$ cat src/assert_macros.svh
// Assertion macros for the RTL files that check their own logic.
`ifndef ASSERT_MACROS_SVH
`define ASSERT_MACROS_SVH

// Same-cycle implication, checked on every rising clock edge outside reset.
`define ESPD_ASSERT_IMPLIES(lbl, clk, rstn, ante, cons, msg) \
  lbl: assert property (@(posedge clk) disable iff (!rstn) (ante) |-> (cons)) \
    else $error(msg);

// Next-cycle implication, checked on every rising clock edge outside reset.
`define ESPD_ASSERT_NEXT(lbl, clk, rstn, ante, cons, msg) \
  lbl: assert property (@(posedge clk) disable iff (!rstn) (ante) |=> (cons)) \
    else $error(msg);

`endif

$ cat src/espd_pkg.sv
// Shared types, widths and register codes of the encoder speed PID drive.
package espd_pkg;

  // Field and register widths.
  localparam int PPR_W       = 8;
  localparam int WIN_W       = 16;
  localparam int STEP_W      = 8;
  localparam int GAIN_W      = 12;
  localparam int SPEED_W     = 16;
  localparam int LEVEL_W     = 8;

  // Control loop arithmetic widths.
  localparam int ERR_W       = 18;
  localparam int DIF_W       = 19;
  localparam int INT_W       = 32;
  localparam int OPND_W      = 33;
  localparam int ACC_W       = 46;
  localparam int FRAC_BITS   = 8;
  localparam int ROUND_HALF  = 128;

  // Rpm scale factor, split into two shifts: 60 = 64 - 4.
  localparam int RPM_SHIFT_HI = 6;
  localparam int RPM_SHIFT_LO = 2;

  // Stream and APB widths.
  localparam int IN_TDATA_W  = 8;
  localparam int OUT_TDATA_W = 32;
  localparam int CFG_AW      = 5;
  localparam int CFG_DW      = 32;

  // Register reset values.
  localparam logic [PPR_W-1:0]  PPR_RST    = 8'd20;
  localparam logic [WIN_W-1:0]  WINDOW_RST = 16'd488;
  localparam logic [STEP_W-1:0] STEP_RST   = 8'd25;
  localparam logic [GAIN_W-1:0] KP_RST     = 12'd256;
  localparam logic [GAIN_W-1:0] KI_RST     = 12'd26;
  localparam logic [GAIN_W-1:0] KD_RST     = 12'd13;

  // Register indexes (byte address = 4 * index).
  typedef enum logic [2:0] {
    REG_PPR    = 3'd0,
    REG_WINDOW = 3'd1,
    REG_STEP   = 3'd2,
    REG_KP     = 3'd3,
    REG_KI     = 3'd4,
    REG_KD     = 3'd5
  } cfg_reg_t;

  // Register file contents as seen by the datapath.
  typedef struct packed {
    logic [PPR_W-1:0]  ppr;
    logic [WIN_W-1:0]  window;
    logic [STEP_W-1:0] step;
    logic [GAIN_W-1:0] kp;
    logic [GAIN_W-1:0] ki;
    logic [GAIN_W-1:0] kd;
  } espd_cfg_t;

  // Sequencer states of the top level.
  typedef enum logic [2:0] {
    ST_IDLE,
    ST_DIV,
    ST_ERR,
    ST_MUL,
    ST_ROUND,
    ST_EMIT
  } espd_state_t;

  // Which PID term the multiply-accumulate unit works on.
  typedef enum logic [1:0] {
    PH_P,
    PH_I,
    PH_D
  } mac_phase_t;

endpackage

$ cat src/espd_cfg.sv
// APB register file holding the window, scale, step and PID gain settings.
module espd_cfg (
  input  logic                          clk,
  input  logic                          rst_n,
  input  logic                          cfg_psel,
  input  logic                          cfg_penable,
  input  logic                          cfg_pwrite,
  input  logic [espd_pkg::CFG_AW-1:0]   cfg_paddr,
  input  logic [espd_pkg::CFG_DW-1:0]   cfg_pwdata,
  output logic [espd_pkg::CFG_DW-1:0]   cfg_prdata,
  output logic                          cfg_pready,
  output espd_pkg::espd_cfg_t           regs
);
  import espd_pkg::*;

  espd_cfg_t regs_r;
  cfg_reg_t  reg_sel;
  logic      wr_en;

  assign cfg_pready = 1'b1;
  assign wr_en      = cfg_psel && cfg_penable && cfg_pwrite;
  assign reg_sel    = cfg_reg_t'(cfg_paddr[CFG_AW-1:2]);
  assign regs       = regs_r;

  // Register writes in the access phase; unknown indexes are dropped.
  always_ff @(posedge clk) begin
    if (!rst_n) begin
      regs_r.ppr    <= PPR_RST;
      regs_r.window <= WINDOW_RST;
      regs_r.step   <= STEP_RST;
      regs_r.kp     <= KP_RST;
      regs_r.ki     <= KI_RST;
      regs_r.kd     <= KD_RST;
    end else if (wr_en) begin
      case (reg_sel)
        REG_PPR:    regs_r.ppr    <= cfg_pwdata[PPR_W-1:0];
        REG_WINDOW: regs_r.window <= cfg_pwdata[WIN_W-1:0];
        REG_STEP:   regs_r.step   <= cfg_pwdata[STEP_W-1:0];
        REG_KP:     regs_r.kp     <= cfg_pwdata[GAIN_W-1:0];
        REG_KI:     regs_r.ki     <= cfg_pwdata[GAIN_W-1:0];
        REG_KD:     regs_r.kd     <= cfg_pwdata[GAIN_W-1:0];
        default: ;
      endcase
    end
  end

  // Read data mux.
  always_comb begin
    case (reg_sel)
      REG_PPR:    cfg_prdata = CFG_DW'(regs_r.ppr);
      REG_WINDOW: cfg_prdata = CFG_DW'(regs_r.window);
      REG_STEP:   cfg_prdata = CFG_DW'(regs_r.step);
      REG_KP:     cfg_prdata = CFG_DW'(regs_r.kp);
      REG_KI:     cfg_prdata = CFG_DW'(regs_r.ki);
      REG_KD:     cfg_prdata = CFG_DW'(regs_r.kd);
      default:    cfg_prdata = '0;
    endcase
  end

endmodule

$ cat src/espd_div.sv
// Bit-serial restoring divider that turns a pulse count into rpm.
module espd_div #(
  parameter int CNT_W = 16
) (
  input  logic                        clk,
  input  logic                        rst_n,
  input  logic                        start,
  input  logic [CNT_W-1:0]            pulses,
  input  logic [espd_pkg::PPR_W-1:0]  ppr,
  output logic                        done,
  output logic [CNT_W+5:0]            quot
);
  import espd_pkg::*;

  localparam int DVD_W   = CNT_W + 6;
  localparam int STEP_CW = $clog2(DVD_W);

  logic               busy_r;
  logic               done_r;
  logic [STEP_CW-1:0] cnt_r;
  logic [DVD_W-1:0]   dvd_r;
  logic [PPR_W-1:0]   rem_r;
  logic [PPR_W-1:0]   dvs_r;

  logic [DVD_W-1:0]   prod60;
  logic [PPR_W+1:0]   trial;
  logic               qbit;

  // Pulses times 60 as a shift pair, then one trial subtract per cycle.
  assign prod60 = (DVD_W'(pulses) << RPM_SHIFT_HI) - (DVD_W'(pulses) << RPM_SHIFT_LO);
  assign trial  = {1'b0, rem_r, dvd_r[DVD_W-1]} - {2'b00, dvs_r};
  assign qbit   = !trial[PPR_W+1];

  assign done = done_r;
  assign quot = dvd_r;

  // Step counter and handshake flags.
  always_ff @(posedge clk) begin
    if (!rst_n) begin
      busy_r <= 1'b0;
      done_r <= 1'b0;
      cnt_r  <= '0;
    end else begin
      done_r <= 1'b0;
      if (start) begin
        busy_r <= 1'b1;
        cnt_r  <= '0;
      end else if (busy_r) begin
        cnt_r <= cnt_r + STEP_CW'(1);
        if (cnt_r == STEP_CW'(DVD_W - 1)) begin
          busy_r <= 1'b0;
          done_r <= 1'b1;
        end
      end
    end
  end

  // Dividend shifts out at the top while quotient bits shift in at the bottom.
  always_ff @(posedge clk) begin
    if (start) begin
      dvd_r <= prod60;
      rem_r <= '0;
      dvs_r <= (ppr == '0) ? PPR_W'(1) : ppr;
    end else if (busy_r) begin
      dvd_r <= {dvd_r[DVD_W-2:0], qbit};
      if (qbit) begin
        rem_r <= trial[PPR_W-1:0];
      end else begin
        rem_r <= {rem_r[PPR_W-2:0], dvd_r[DVD_W-1]};
      end
    end
  end

endmodule

$ cat src/espd_mac.sv
// Bit-serial multiply-accumulate unit for the three PID terms.
module espd_mac (
  input  logic                                clk,
  input  logic                                rst_n,
  input  logic                                start,
  input  logic                                clear,
  input  logic [espd_pkg::GAIN_W-1:0]         gain,
  input  logic signed [espd_pkg::OPND_W-1:0]  operand,
  output logic                                done,
  output logic signed [espd_pkg::ACC_W-1:0]   acc
);
  import espd_pkg::*;

  localparam int BIT_CW = $clog2(GAIN_W);

  logic                     busy_r;
  logic                     done_r;
  logic [BIT_CW-1:0]        cnt_r;
  logic [GAIN_W-1:0]        gain_r;
  logic signed [ACC_W-1:0]  op_r;
  logic signed [ACC_W-1:0]  acc_r;

  assign done = done_r;
  assign acc  = acc_r;

  // Gain bit counter and handshake flags.
  always_ff @(posedge clk) begin
    if (!rst_n) begin
      busy_r <= 1'b0;
      done_r <= 1'b0;
      cnt_r  <= '0;
    end else begin
      done_r <= 1'b0;
      if (start) begin
        busy_r <= 1'b1;
        cnt_r  <= '0;
      end else if (busy_r) begin
        cnt_r <= cnt_r + BIT_CW'(1);
        if (cnt_r == BIT_CW'(GAIN_W - 1)) begin
          busy_r <= 1'b0;
          done_r <= 1'b1;
        end
      end
    end
  end

  // Gain shifts right one bit a cycle; the operand doubles and is added on a one.
  always_ff @(posedge clk) begin
    if (start) begin
      gain_r <= gain;
      op_r   <= {{(ACC_W-OPND_W){operand[OPND_W-1]}}, operand};
      if (clear) begin
        acc_r <= '0;
      end
    end else if (busy_r) begin
      gain_r <= gain_r >> 1;
      op_r   <= op_r <<< 1;
      if (gain_r[0]) begin
        acc_r <= acc_r + op_r;
      end
    end
  end

endmodule

$ cat src/encoder_speed_pid_drive.sv
// Top level of the encoder speed measurement and PID drive block.
// A request that closes no window goes straight to the output register if the output is free.
// A window close runs COUNT_BITS+6 divider steps and then three 12-bit serial products.
// Throughput: one request per cycle while no window closes and the output is free;
// a close holds off input until its result.
// Reset is synchronous, active low: it restores register defaults and zeros all loop state.
`include "assert_macros.svh"

module encoder_speed_pid_drive #(
  parameter int DRIVE_MAX  = 255,
  parameter int COUNT_BITS = 16
) (
  input  logic                                clk,
  input  logic                                rst_n,
  // in_tdata: encoder_level, tick, up_press, down_press (bit 0 up)
  input  logic                                in_tvalid,
  output logic                                in_tready,
  input  logic [espd_pkg::IN_TDATA_W-1:0]     in_tdata,
  // out_tdata: drive_level[7:0], forward, reverse, speed_rpm[15:0], speed_new
  output logic                                out_tvalid,
  input  logic                                out_tready,
  output logic [espd_pkg::OUT_TDATA_W-1:0]    out_tdata,
  input  logic                                cfg_psel,
  input  logic                                cfg_penable,
  input  logic                                cfg_pwrite,
  input  logic [espd_pkg::CFG_AW-1:0]         cfg_paddr,
  input  logic [espd_pkg::CFG_DW-1:0]         cfg_pwdata,
  output logic [espd_pkg::CFG_DW-1:0]         cfg_prdata,
  output logic                                cfg_pready
);
  import espd_pkg::*;

  localparam int DRV_W     = $clog2(DRIVE_MAX + 1) + 1;
  localparam int TGT_SUM_W = ((DRV_W > STEP_W + 1) ? DRV_W : STEP_W + 1) + 1;
  localparam int DVD_W     = COUNT_BITS + 6;
  localparam int RND_W     = ACC_W + 1 - FRAC_BITS;

  localparam logic signed [DRV_W-1:0]     DRV_LIM = DRV_W'(DRIVE_MAX);
  localparam logic signed [TGT_SUM_W-1:0] TGT_LIM = TGT_SUM_W'(DRIVE_MAX);
  localparam logic signed [RND_W-1:0]     RND_LIM = RND_W'(DRIVE_MAX);

  espd_cfg_t cfg;

  // Architectural state.
  espd_state_t               state_r, state_nxt;
  logic                      last_level_r, last_level_nxt;
  logic [COUNT_BITS-1:0]     pulse_r, pulse_nxt;
  logic [WIN_W-1:0]          tick_r, tick_nxt;
  logic signed [DRV_W-1:0]   target_r, target_nxt;
  logic signed [INT_W-1:0]   integ_r, integ_nxt;
  logic signed [ERR_W-1:0]   prev_err_r, prev_err_nxt;
  logic signed [DRV_W-1:0]   drive_r, drive_nxt;
  logic [SPEED_W-1:0]        speed_r, speed_nxt;

  // Sequencing and result registers.
  mac_phase_t                phase_r, phase_nxt;
  logic                      mac_go_r, mac_go_nxt;
  logic                      closed_r, closed_nxt;
  logic signed [ERR_W-1:0]   err_r, err_nxt;
  logic signed [DIF_W-1:0]   dif_r, dif_nxt;
  logic                      out_valid_r, out_valid_nxt;
  logic [OUT_TDATA_W-1:0]    out_data_r, out_data_nxt;

  // Request fields and combinational helpers.
  logic                      in_level, in_tick, in_up, in_down;
  logic                      accept, out_free, win_close;
  logic [COUNT_BITS-1:0]     pulse_inc;
  logic [WIN_W-1:0]          tick_inc, win_eff;
  logic signed [TGT_SUM_W-1:0] tgt_ext, step_ext, tgt_sel;
  logic signed [DRV_W-1:0]   tgt_new;
  logic signed [ERR_W-1:0]   err_calc;
  logic signed [INT_W:0]     isum;
  logic signed [INT_W-1:0]   isat;
  logic signed [DIF_W-1:0]   dif_calc;
  logic signed [ACC_W:0]     rsum;
  logic signed [RND_W-1:0]   rnd;
  logic signed [DRV_W-1:0]   drv_clamp;
  logic [DRV_W-1:0]          drive_mag;
  logic [LEVEL_W-1:0]        level;
  logic                      fwd, rev;
  logic [SPEED_W-1:0]        speed_sat;

  // Unit connections.
  logic                      div_done;
  logic [DVD_W-1:0]          div_quot;
  logic                      mac_done;
  logic [GAIN_W-1:0]         mac_gain;
  logic signed [OPND_W-1:0]  mac_opnd;
  logic signed [ACC_W-1:0]   mac_acc;

  espd_cfg u_cfg (
    .clk         (clk),
    .rst_n       (rst_n),
    .cfg_psel    (cfg_psel),
    .cfg_penable (cfg_penable),
    .cfg_pwrite  (cfg_pwrite),
    .cfg_paddr   (cfg_paddr),
    .cfg_pwdata  (cfg_pwdata),
    .cfg_prdata  (cfg_prdata),
    .cfg_pready  (cfg_pready),
    .regs        (cfg)
  );

  espd_div #(
    .CNT_W (COUNT_BITS)
  ) u_div (
    .clk    (clk),
    .rst_n  (rst_n),
    .start  (accept && win_close),
    .pulses (pulse_inc),
    .ppr    (cfg.ppr),
    .done   (div_done),
    .quot   (div_quot)
  );

  espd_mac u_mac (
    .clk     (clk),
    .rst_n   (rst_n),
    .start   (mac_go_r),
    .clear   (phase_r == PH_P),
    .gain    (mac_gain),
    .operand (mac_opnd),
    .done    (mac_done),
    .acc     (mac_acc)
  );

  // Handshake.
  assign in_tready  = (state_r == ST_IDLE);
  assign accept     = in_tvalid && in_tready;
  assign out_free   = !out_valid_r || out_tready;
  assign out_tvalid = out_valid_r;
  assign out_tdata  = out_data_r;

  assign in_level = in_tdata[0];
  assign in_tick  = in_tdata[1];
  assign in_up    = in_tdata[2];
  assign in_down  = in_tdata[3];

  // Edge and tick counting with the window check on the updated counts.
  assign pulse_inc = (in_level && !last_level_r && !(&pulse_r)) ?
                     pulse_r + COUNT_BITS'(1) : pulse_r;
  assign tick_inc  = tick_r + WIN_W'(in_tick);
  assign win_eff   = (cfg.window == '0) ? WIN_W'(1) : cfg.window;
  assign win_close = (tick_inc >= win_eff);

  // Target moved by one step per button event and held within the drive limits.
  assign tgt_ext  = {{(TGT_SUM_W-DRV_W){target_r[DRV_W-1]}}, target_r};
  assign step_ext = TGT_SUM_W'(cfg.step);
  always_comb begin
    if (in_up && !in_down) begin
      tgt_sel = tgt_ext + step_ext;
    end else if (in_down && !in_up) begin
      tgt_sel = tgt_ext - step_ext;
    end else begin
      tgt_sel = tgt_ext;
    end
    if (tgt_sel > TGT_LIM) begin
      tgt_new = DRV_LIM;
    end else if (tgt_sel < -TGT_LIM) begin
      tgt_new = -DRV_LIM;
    end else begin
      tgt_new = tgt_sel[DRV_W-1:0];
    end
  end

  // Rpm held at full scale when the quotient overflows 16 bits.
  assign speed_sat = (|(div_quot >> SPEED_W)) ? '1 : SPEED_W'(div_quot);

  // Error, saturating integral and difference for the PID step.
  assign err_calc = {{(ERR_W-DRV_W){target_r[DRV_W-1]}}, target_r} - ERR_W'(speed_r);
  assign isum     = {integ_r[INT_W-1], integ_r}
                  + {{(INT_W+1-ERR_W){err_calc[ERR_W-1]}}, err_calc};
  always_comb begin
    if (isum[INT_W] != isum[INT_W-1]) begin
      isat = isum[INT_W] ? {1'b1, {(INT_W-1){1'b0}}} : {1'b0, {(INT_W-1){1'b1}}};
    end else begin
      isat = isum[INT_W-1:0];
    end
  end
  assign dif_calc = {err_calc[ERR_W-1], err_calc} - {prev_err_r[ERR_W-1], prev_err_r};

  // Gain and operand for the term in work.
  always_comb begin
    case (phase_r)
      PH_P: begin
        mac_gain = cfg.kp;
        mac_opnd = {{(OPND_W-ERR_W){err_r[ERR_W-1]}}, err_r};
      end
      PH_I: begin
        mac_gain = cfg.ki;
        mac_opnd = {{(OPND_W-INT_W){integ_r[INT_W-1]}}, integ_r};
      end
      PH_D: begin
        mac_gain = cfg.kd;
        mac_opnd = {{(OPND_W-DIF_W){dif_r[DIF_W-1]}}, dif_r};
      end
      default: begin
        mac_gain = '0;
        mac_opnd = '0;
      end
    endcase
  end

  // Round to nearest (ties up) by adding half and flooring, then clamp.
  assign rsum = {mac_acc[ACC_W-1], mac_acc} + (ACC_W+1)'(ROUND_HALF);
  assign rnd  = rsum[ACC_W:FRAC_BITS];
  always_comb begin
    if (rnd > RND_LIM) begin
      drv_clamp = DRV_LIM;
    end else if (rnd < -RND_LIM) begin
      drv_clamp = -DRV_LIM;
    end else begin
      drv_clamp = rnd[DRV_W-1:0];
    end
  end

  // Result fields from the held drive.
  assign drive_mag = drive_r[DRV_W-1] ? DRV_W'(-drive_r) : DRV_W'(drive_r);
  assign level     = LEVEL_W'(drive_mag);
  assign fwd       = !drive_r[DRV_W-1] && (|drive_r);
  assign rev       = drive_r[DRV_W-1];

  // Next state.
  always_comb begin
    state_nxt = state_r;
    case (state_r)
      ST_IDLE: begin
        if (accept) begin
          if (win_close) begin
            state_nxt = ST_DIV;
          end else if (!out_free) begin
            state_nxt = ST_EMIT;
          end
        end
      end
      ST_DIV: begin
        if (div_done) begin
          state_nxt = ST_ERR;
        end
      end
      ST_ERR: begin
        state_nxt = ST_MUL;
      end
      ST_MUL: begin
        if (mac_done && phase_r == PH_D) begin
          state_nxt = ST_ROUND;
        end
      end
      ST_ROUND: begin
        state_nxt = ST_EMIT;
      end
      ST_EMIT: begin
        if (out_free) begin
          state_nxt = ST_IDLE;
        end
      end
      default: begin
        state_nxt = ST_IDLE;
      end
    endcase
  end

  // Datapath and output register updates per state.
  always_comb begin
    last_level_nxt = last_level_r;
    pulse_nxt      = pulse_r;
    tick_nxt       = tick_r;
    target_nxt     = target_r;
    integ_nxt      = integ_r;
    prev_err_nxt   = prev_err_r;
    drive_nxt      = drive_r;
    speed_nxt      = speed_r;
    phase_nxt      = phase_r;
    mac_go_nxt     = 1'b0;
    closed_nxt     = closed_r;
    err_nxt        = err_r;
    dif_nxt        = dif_r;
    out_valid_nxt  = out_valid_r && !out_tready;
    out_data_nxt   = out_data_r;
    case (state_r)
      ST_IDLE: begin
        if (accept) begin
          last_level_nxt = in_level;
          target_nxt     = tgt_new;
          if (win_close) begin
            pulse_nxt  = '0;
            tick_nxt   = '0;
            closed_nxt = 1'b1;
          end else begin
            pulse_nxt  = pulse_inc;
            tick_nxt   = tick_inc;
            closed_nxt = 1'b0;
            if (out_free) begin
              out_valid_nxt = 1'b1;
              out_data_nxt  = OUT_TDATA_W'({1'b0, speed_r, rev, fwd, level});
            end
          end
        end
      end
      ST_DIV: begin
        if (div_done) begin
          speed_nxt = speed_sat;
        end
      end
      ST_ERR: begin
        err_nxt      = err_calc;
        dif_nxt      = dif_calc;
        integ_nxt    = isat;
        prev_err_nxt = err_calc;
        phase_nxt    = PH_P;
        mac_go_nxt   = 1'b1;
      end
      ST_MUL: begin
        if (mac_done) begin
          case (phase_r)
            PH_P: begin
              phase_nxt  = PH_I;
              mac_go_nxt = 1'b1;
            end
            PH_I: begin
              phase_nxt  = PH_D;
              mac_go_nxt = 1'b1;
            end
            default: ;
          endcase
        end
      end
      ST_ROUND: begin
        drive_nxt = drv_clamp;
      end
      ST_EMIT: begin
        if (out_free) begin
          out_valid_nxt = 1'b1;
          out_data_nxt  = OUT_TDATA_W'({closed_r, speed_r, rev, fwd, level});
        end
      end
      default: ;
    endcase
  end

  // Control and loop state registers.
  always_ff @(posedge clk) begin
    if (!rst_n) begin
      state_r      <= ST_IDLE;
      last_level_r <= 1'b0;
      pulse_r      <= '0;
      tick_r       <= '0;
      target_r     <= '0;
      integ_r      <= '0;
      prev_err_r   <= '0;
      drive_r      <= '0;
      speed_r      <= '0;
      phase_r      <= PH_P;
      mac_go_r     <= 1'b0;
      out_valid_r  <= 1'b0;
    end else begin
      state_r      <= state_nxt;
      last_level_r <= last_level_nxt;
      pulse_r      <= pulse_nxt;
      tick_r       <= tick_nxt;
      target_r     <= target_nxt;
      integ_r      <= integ_nxt;
      prev_err_r   <= prev_err_nxt;
      drive_r      <= drive_nxt;
      speed_r      <= speed_nxt;
      phase_r      <= phase_nxt;
      mac_go_r     <= mac_go_nxt;
      out_valid_r  <= out_valid_nxt;
    end
  end

  // Payload registers.
  always_ff @(posedge clk) begin
    closed_r   <= closed_nxt;
    err_r      <= err_nxt;
    dif_r      <= dif_nxt;
    out_data_r <= out_data_nxt;
  end

  // A window close always moves the sequencer to the divide state in the next cycle.
  `ESPD_ASSERT_NEXT(a_close_div, clk, rst_n, accept && win_close, state_r == ST_DIV, "no divide")
  // The divider only finishes while the sequencer waits for it.
  `ESPD_ASSERT_IMPLIES(a_div_done, clk, rst_n, div_done, state_r == ST_DIV, "stray divider done")
  // The multiplier only finishes while the sequencer waits for it.
  `ESPD_ASSERT_IMPLIES(a_mac_done, clk, rst_n, mac_done, state_r == ST_MUL, "stray product done")
  // The held drive never leaves its saturation range.
  `ESPD_ASSERT_IMPLIES(a_drv_hi, clk, rst_n, 1'b1, drive_r <= DRV_LIM, "drive above limit")
  `ESPD_ASSERT_IMPLIES(a_drv_lo, clk, rst_n, 1'b1, drive_r >= -DRV_LIM, "drive below limit")

endmodule
$ cat config.mk
export PLATFORM = sky130hd
export DESIGN_NAME = encoder_speed_pid_drive
export DESIGN_NICKNAME = d
export VERILOG_FILES = /design/src/espd_pkg.sv /design/src/espd_cfg.sv /design/src/espd_div.sv /design/src/espd_mac.sv /design/src/encoder_speed_pid_drive.sv
export VERILOG_INCLUDE_DIRS = /design/src /design/src/src
export SDC_FILE = /design/constraint.sdc
export NUM_CORES = 1
export LEC_CHECK = 0
export ABC_CLOCK_PERIOD_IN_PS = 6700
export BUFFER_PORTS_ARGS = -buffer_cell sky130_fd_sc_hd__buf_2
export CAP_MARGIN = 10
export CORE_MARGIN = 2
export CORE_UTILIZATION = 35
export DETAILED_ROUTE_END_ITERATION = 10
export PLACE_DENSITY = 0.49
export SYNTH_ARGS = -nofsm -noshare
export SYNTH_HDL_FRONTEND = slang
export SYNTH_SLANG_ARGS = --single-unit
$ cat constraint.sdc
create_clock -name clk -period 6.7 [get_ports clk]
set_input_delay 2.01 -clock clk [delete_from_list [all_inputs] [get_ports clk]]
set_output_delay 2.01 -clock clk [all_outputs]
set_load 0.05 [all_outputs]
==> results.sh <==
export IMPL_outcome="finished clean"
export IMPL_drt_pass1_iterations=5
export IMPL_clockPowerShare_pct=27.0
export IMPL_rsz0062_at_grt="no"
export IMPL_max_cap_violations=0
export IMPL_drt_wirelength_per_cell_um=17.6
export IMPL_numCtsBuffers=49
export IMPL_post_dp_hpwl_um=52700
export IMPL_via_count=22100
export IMPL_holdWs_ps=463
export IMPL_ys_top_cells_by_area="edfxtp_1 (22%), dfxtp_1 (16%), ha_1 (8.1%), a21oi_1 (5.4%), nand2_1 (4.4%)"
export IMPL_post_cts_buffers=0
export IMPL_grt_ovfl_total=0
export IMPL_worstMarginPinSlew_ps=1080
export IMPL_grt_max_degree=112
export IMPL_io_buffer_count=74
export IMPL_slew_headroom_pct=27.4
export IMPL_yosysTopAreaCell="edfxtp_1"
export IMPL_ys_async_sr_fraction_pct=0
export IMPL_power_frac_seq_pct=30.0
export IMPL_p_sw_mw=4.01
export IMPL_syn_to_final_growth_pct=10.5
export IMPL_crit_start="speed_r[0]$_SDFFE_PN0P_"
export IMPL_sw_frac_of_total_pct=39.4
export IMPL_r2r_slack_ps=720
export IMPL_gp_congestion=0.868
export IMPL_viasPerCell=5.30
export IMPL_final_max_slew_viol_count=0
export IMPL_cts_sinks=412
export IMPL_cts_tree="yes"
export IMPL_cts_root_buf="clkbuf_16"
export IMPL_hp_class="reg -> reg"
export IMPL_final_util_pct=39.0
export IMPL_hold_path_startpoint="prev_err_r[4]$_SDFFE_PN0P_"
export IMPL_p_leak_nw=11.6
export IMPL_rr_startpoint="speed_r[0]$_SDFFE_PN0P_"
export IMPL_period_minus_slack_ps=5980
export IMPL_crit_arrival_ps=6480
export IMPL_die_h_um=281
export IMPL_fillers=7699
export IMPL_hold_violations=0
export IMPL_power_frac_comb_pct=42.9
export IMPL_setup_tns_ps=0
export IMPL_synth_edf_count=199
export IMPL_clkLatencyLatePin_ps=590
export IMPL_antenna_found_initial=2
export IMPL_synth_cells=3094
export IMPL_critPathKind="reg -> reg"
export IMPL_end_kind="flop"
export IMPL_power_density_nw_per_um2=343
export IMPL_start_util_pct=35.3
export IMPL_seq_area_frac_synth_pct=38.2
export IMPL_setup_worst_path_start_class="flop"
export IMPL_fin_crit_sh_pct=89.3
export IMPL_setup_viol=0
export IMPL_core_area_um2=75900
export IMPL_cts_resized_gates=0
export IMPL_hold_buffers=0
export IMPL_grt_pass1_vias=21600
export IMPL_p_int_mw=6.16
export IMPL_num_rows=101
export IMPL_cp_max_fo=62
export IMPL_final_common_cell="nand2_1"
export IMPL_ant_nets=0
export IMPL_drive_gt1_share_pct=7.80
export IMPL_final_cell_mix="nand2_1 (312), a21oi_1 (287), nor2_1 (228)"
export IMPL_fmax_mhz=167
export IMPL_drt_iter0_markers=1441
export IMPL_ys_types=95
export IMPL_dpl_cell_count=4069
export IMPL_fin_cells=4161
export IMPL_pin_count=119
export IMPL_clock_path_buffers=3
export IMPL_yosys_most_used_dff="dfxtp_1"
export IMPL_dieArea_um2=78900
export IMPL_ir_drop_v=0.000258
export IMPL_drc=0
export IMPL_drt_wl_total_um=73200
export IMPL_synth_top_area_share_pct=22.3
export IMPL_clkTransAtPathRegs_ps=60
export IMPL_grtUsageTotal_pct=18.4
export IMPL_synth_area_um2=26800
export IMPL_synth_seq_cells=412
export IMPL_layout_nets=3322
export IMPL_cp_data_required_time_ps=7200
export IMPL_die_w_um=281
export IMPL_htree_levels=2
export IMPL_yosys_warnings=0
export IMPL_worst_clock_skew_ps=24.7
export IMPL_grt_pass1_wl_um=117000
export IMPL_syn_area_per_cell_um2=8.67
kinds of logic after synthesis:
family	share of synthesized area (%)
buffers and inverters	5.47
and+or+nand+nor	17.3
xor gates and xnor gates	5.81
DFF	38.2
AOI/OAI and AO/OA	21.8
muxes	2.85
other	0.0280
adders and majority gates	8.59
per-layer routing:
layer	wire length [um]	vias up	global-route usage [%]
met4	2310	0	6.44
met1	33100	10500	23.7
met2	35200	375	31.5
met3	2500	120	2.27
li1	-	11100	-
met5	0	-	0
cell type report:
| type | count | area (um2) | area share, % |
|---|---|---|---|
| sequential | 412 | 10200 | 34.6 |
| timing repair buffer | 102 | 596 | 2.01 |
| tap | 1030 | 1290 | 4.35 |
| clock inverter | 25 | 244 | 0.823 |
| antenna | 2 | 5.00 | 0.0169 |
| multi-input combinational | 2354 | 15200 | 51.4 |
| clock buffer | 65 | 1390 | 4.68 |
| inverter | 171 | 642 | 2.16 |
critical path, stage by stage (launching register included):
cell and delay [ps]:
dfxtp_1 420, ha_1 200, inv_1 50, fa_1 400, a21o_1 200, a21oi_1 270
o21ai_0 120, nor2b_1 170, a221oi_1 370, a21oi_1 200, a211oi_1 280, xnor2_1 300
ha_1 410, a21o_1 210, a21oi_1 170, o21ai_0 130, a22o_1 270, o31ai_2 240
a211o_1 260, nor2_1 100, a211oi_4 200, buf_4 530, o21ai_0 190, a31oi_1 180
synthesized netlist by cell type, types with 17 or more instances:
cell type	number
nand2_1	313
o31ai_1	17
a21boi_0	76
o21a_1	35
a211oi_1	25
nand4_1	27
nand3_1	71
a21oi_1	287
nor2_1	228
buf_4	29
and3_1	37
inv_1	171
mux2i_1	63
o21ai_0	215
o211ai_1	18
o22ai_1	23
dfxtp_1	213
a21o_1	56
clkbuf_1	124
nand2b_1	27
xnor2_1	106
nor2b_1	85
and2_1	23
ha_1	173
edfxtp_1	199
xor2_1	72
o21ai_1	36
nor3_1	56
a31oi_1	27
stage by stage:
stage	area [um2]	total power, mW	setup slack (ps)
final	29700	10.2	719
after global routing	29600	10.9	77.7
after CTS	29600	10.3	716
after detailed placement	28000	7.46	508
after global placement	28000	7.39	458
after floorplan	26900	6.59	485
power by group through the flow:
stage               combinational [mW]  clock, mW  sequential, mW
floorplan                         3.32          0            3.28
global placement                  4.29          0            3.11
detailed placement                4.35          0            3.11
CTS                               4.38       2.83            3.05
global route                      4.89       2.92            3.07
finish                            4.37       2.75            3.05
path summary, 6_finish.rpt:
path | to | depth (start not counted)
worst max-delay path | integ_r[27]$_SDFFE_PN0P_ | 23
worst max register to register | integ_r[27]$_SDFFE_PN0P_ | 23
worst min-delay path | prev_err_r[4]$_SDFFE_PN0P_ | 2
worst min register to register | prev_err_r[4]$_SDFFE_PN0P_ | 2
state kept, by name (all words and copies together), names as in the netlist, 4 cells and up:
register	count
u_mac.op_r	46
target_r	9
dif_r	19
u_div.rem_r	8
prev_err_r	18
integ_r	32
drive_r	9
err_r	18
u_mac.gain_r	12
tick_r	16
pulse_r	16
speed_r	16
u_div.quot	22
u_mac.cnt_r	4
u_div.dvs_r	8
u_div.cnt_r	5
u_mac.acc	46
u_cfg.regs	68
out_tdata	27
(Power assumes the default switching activity.)
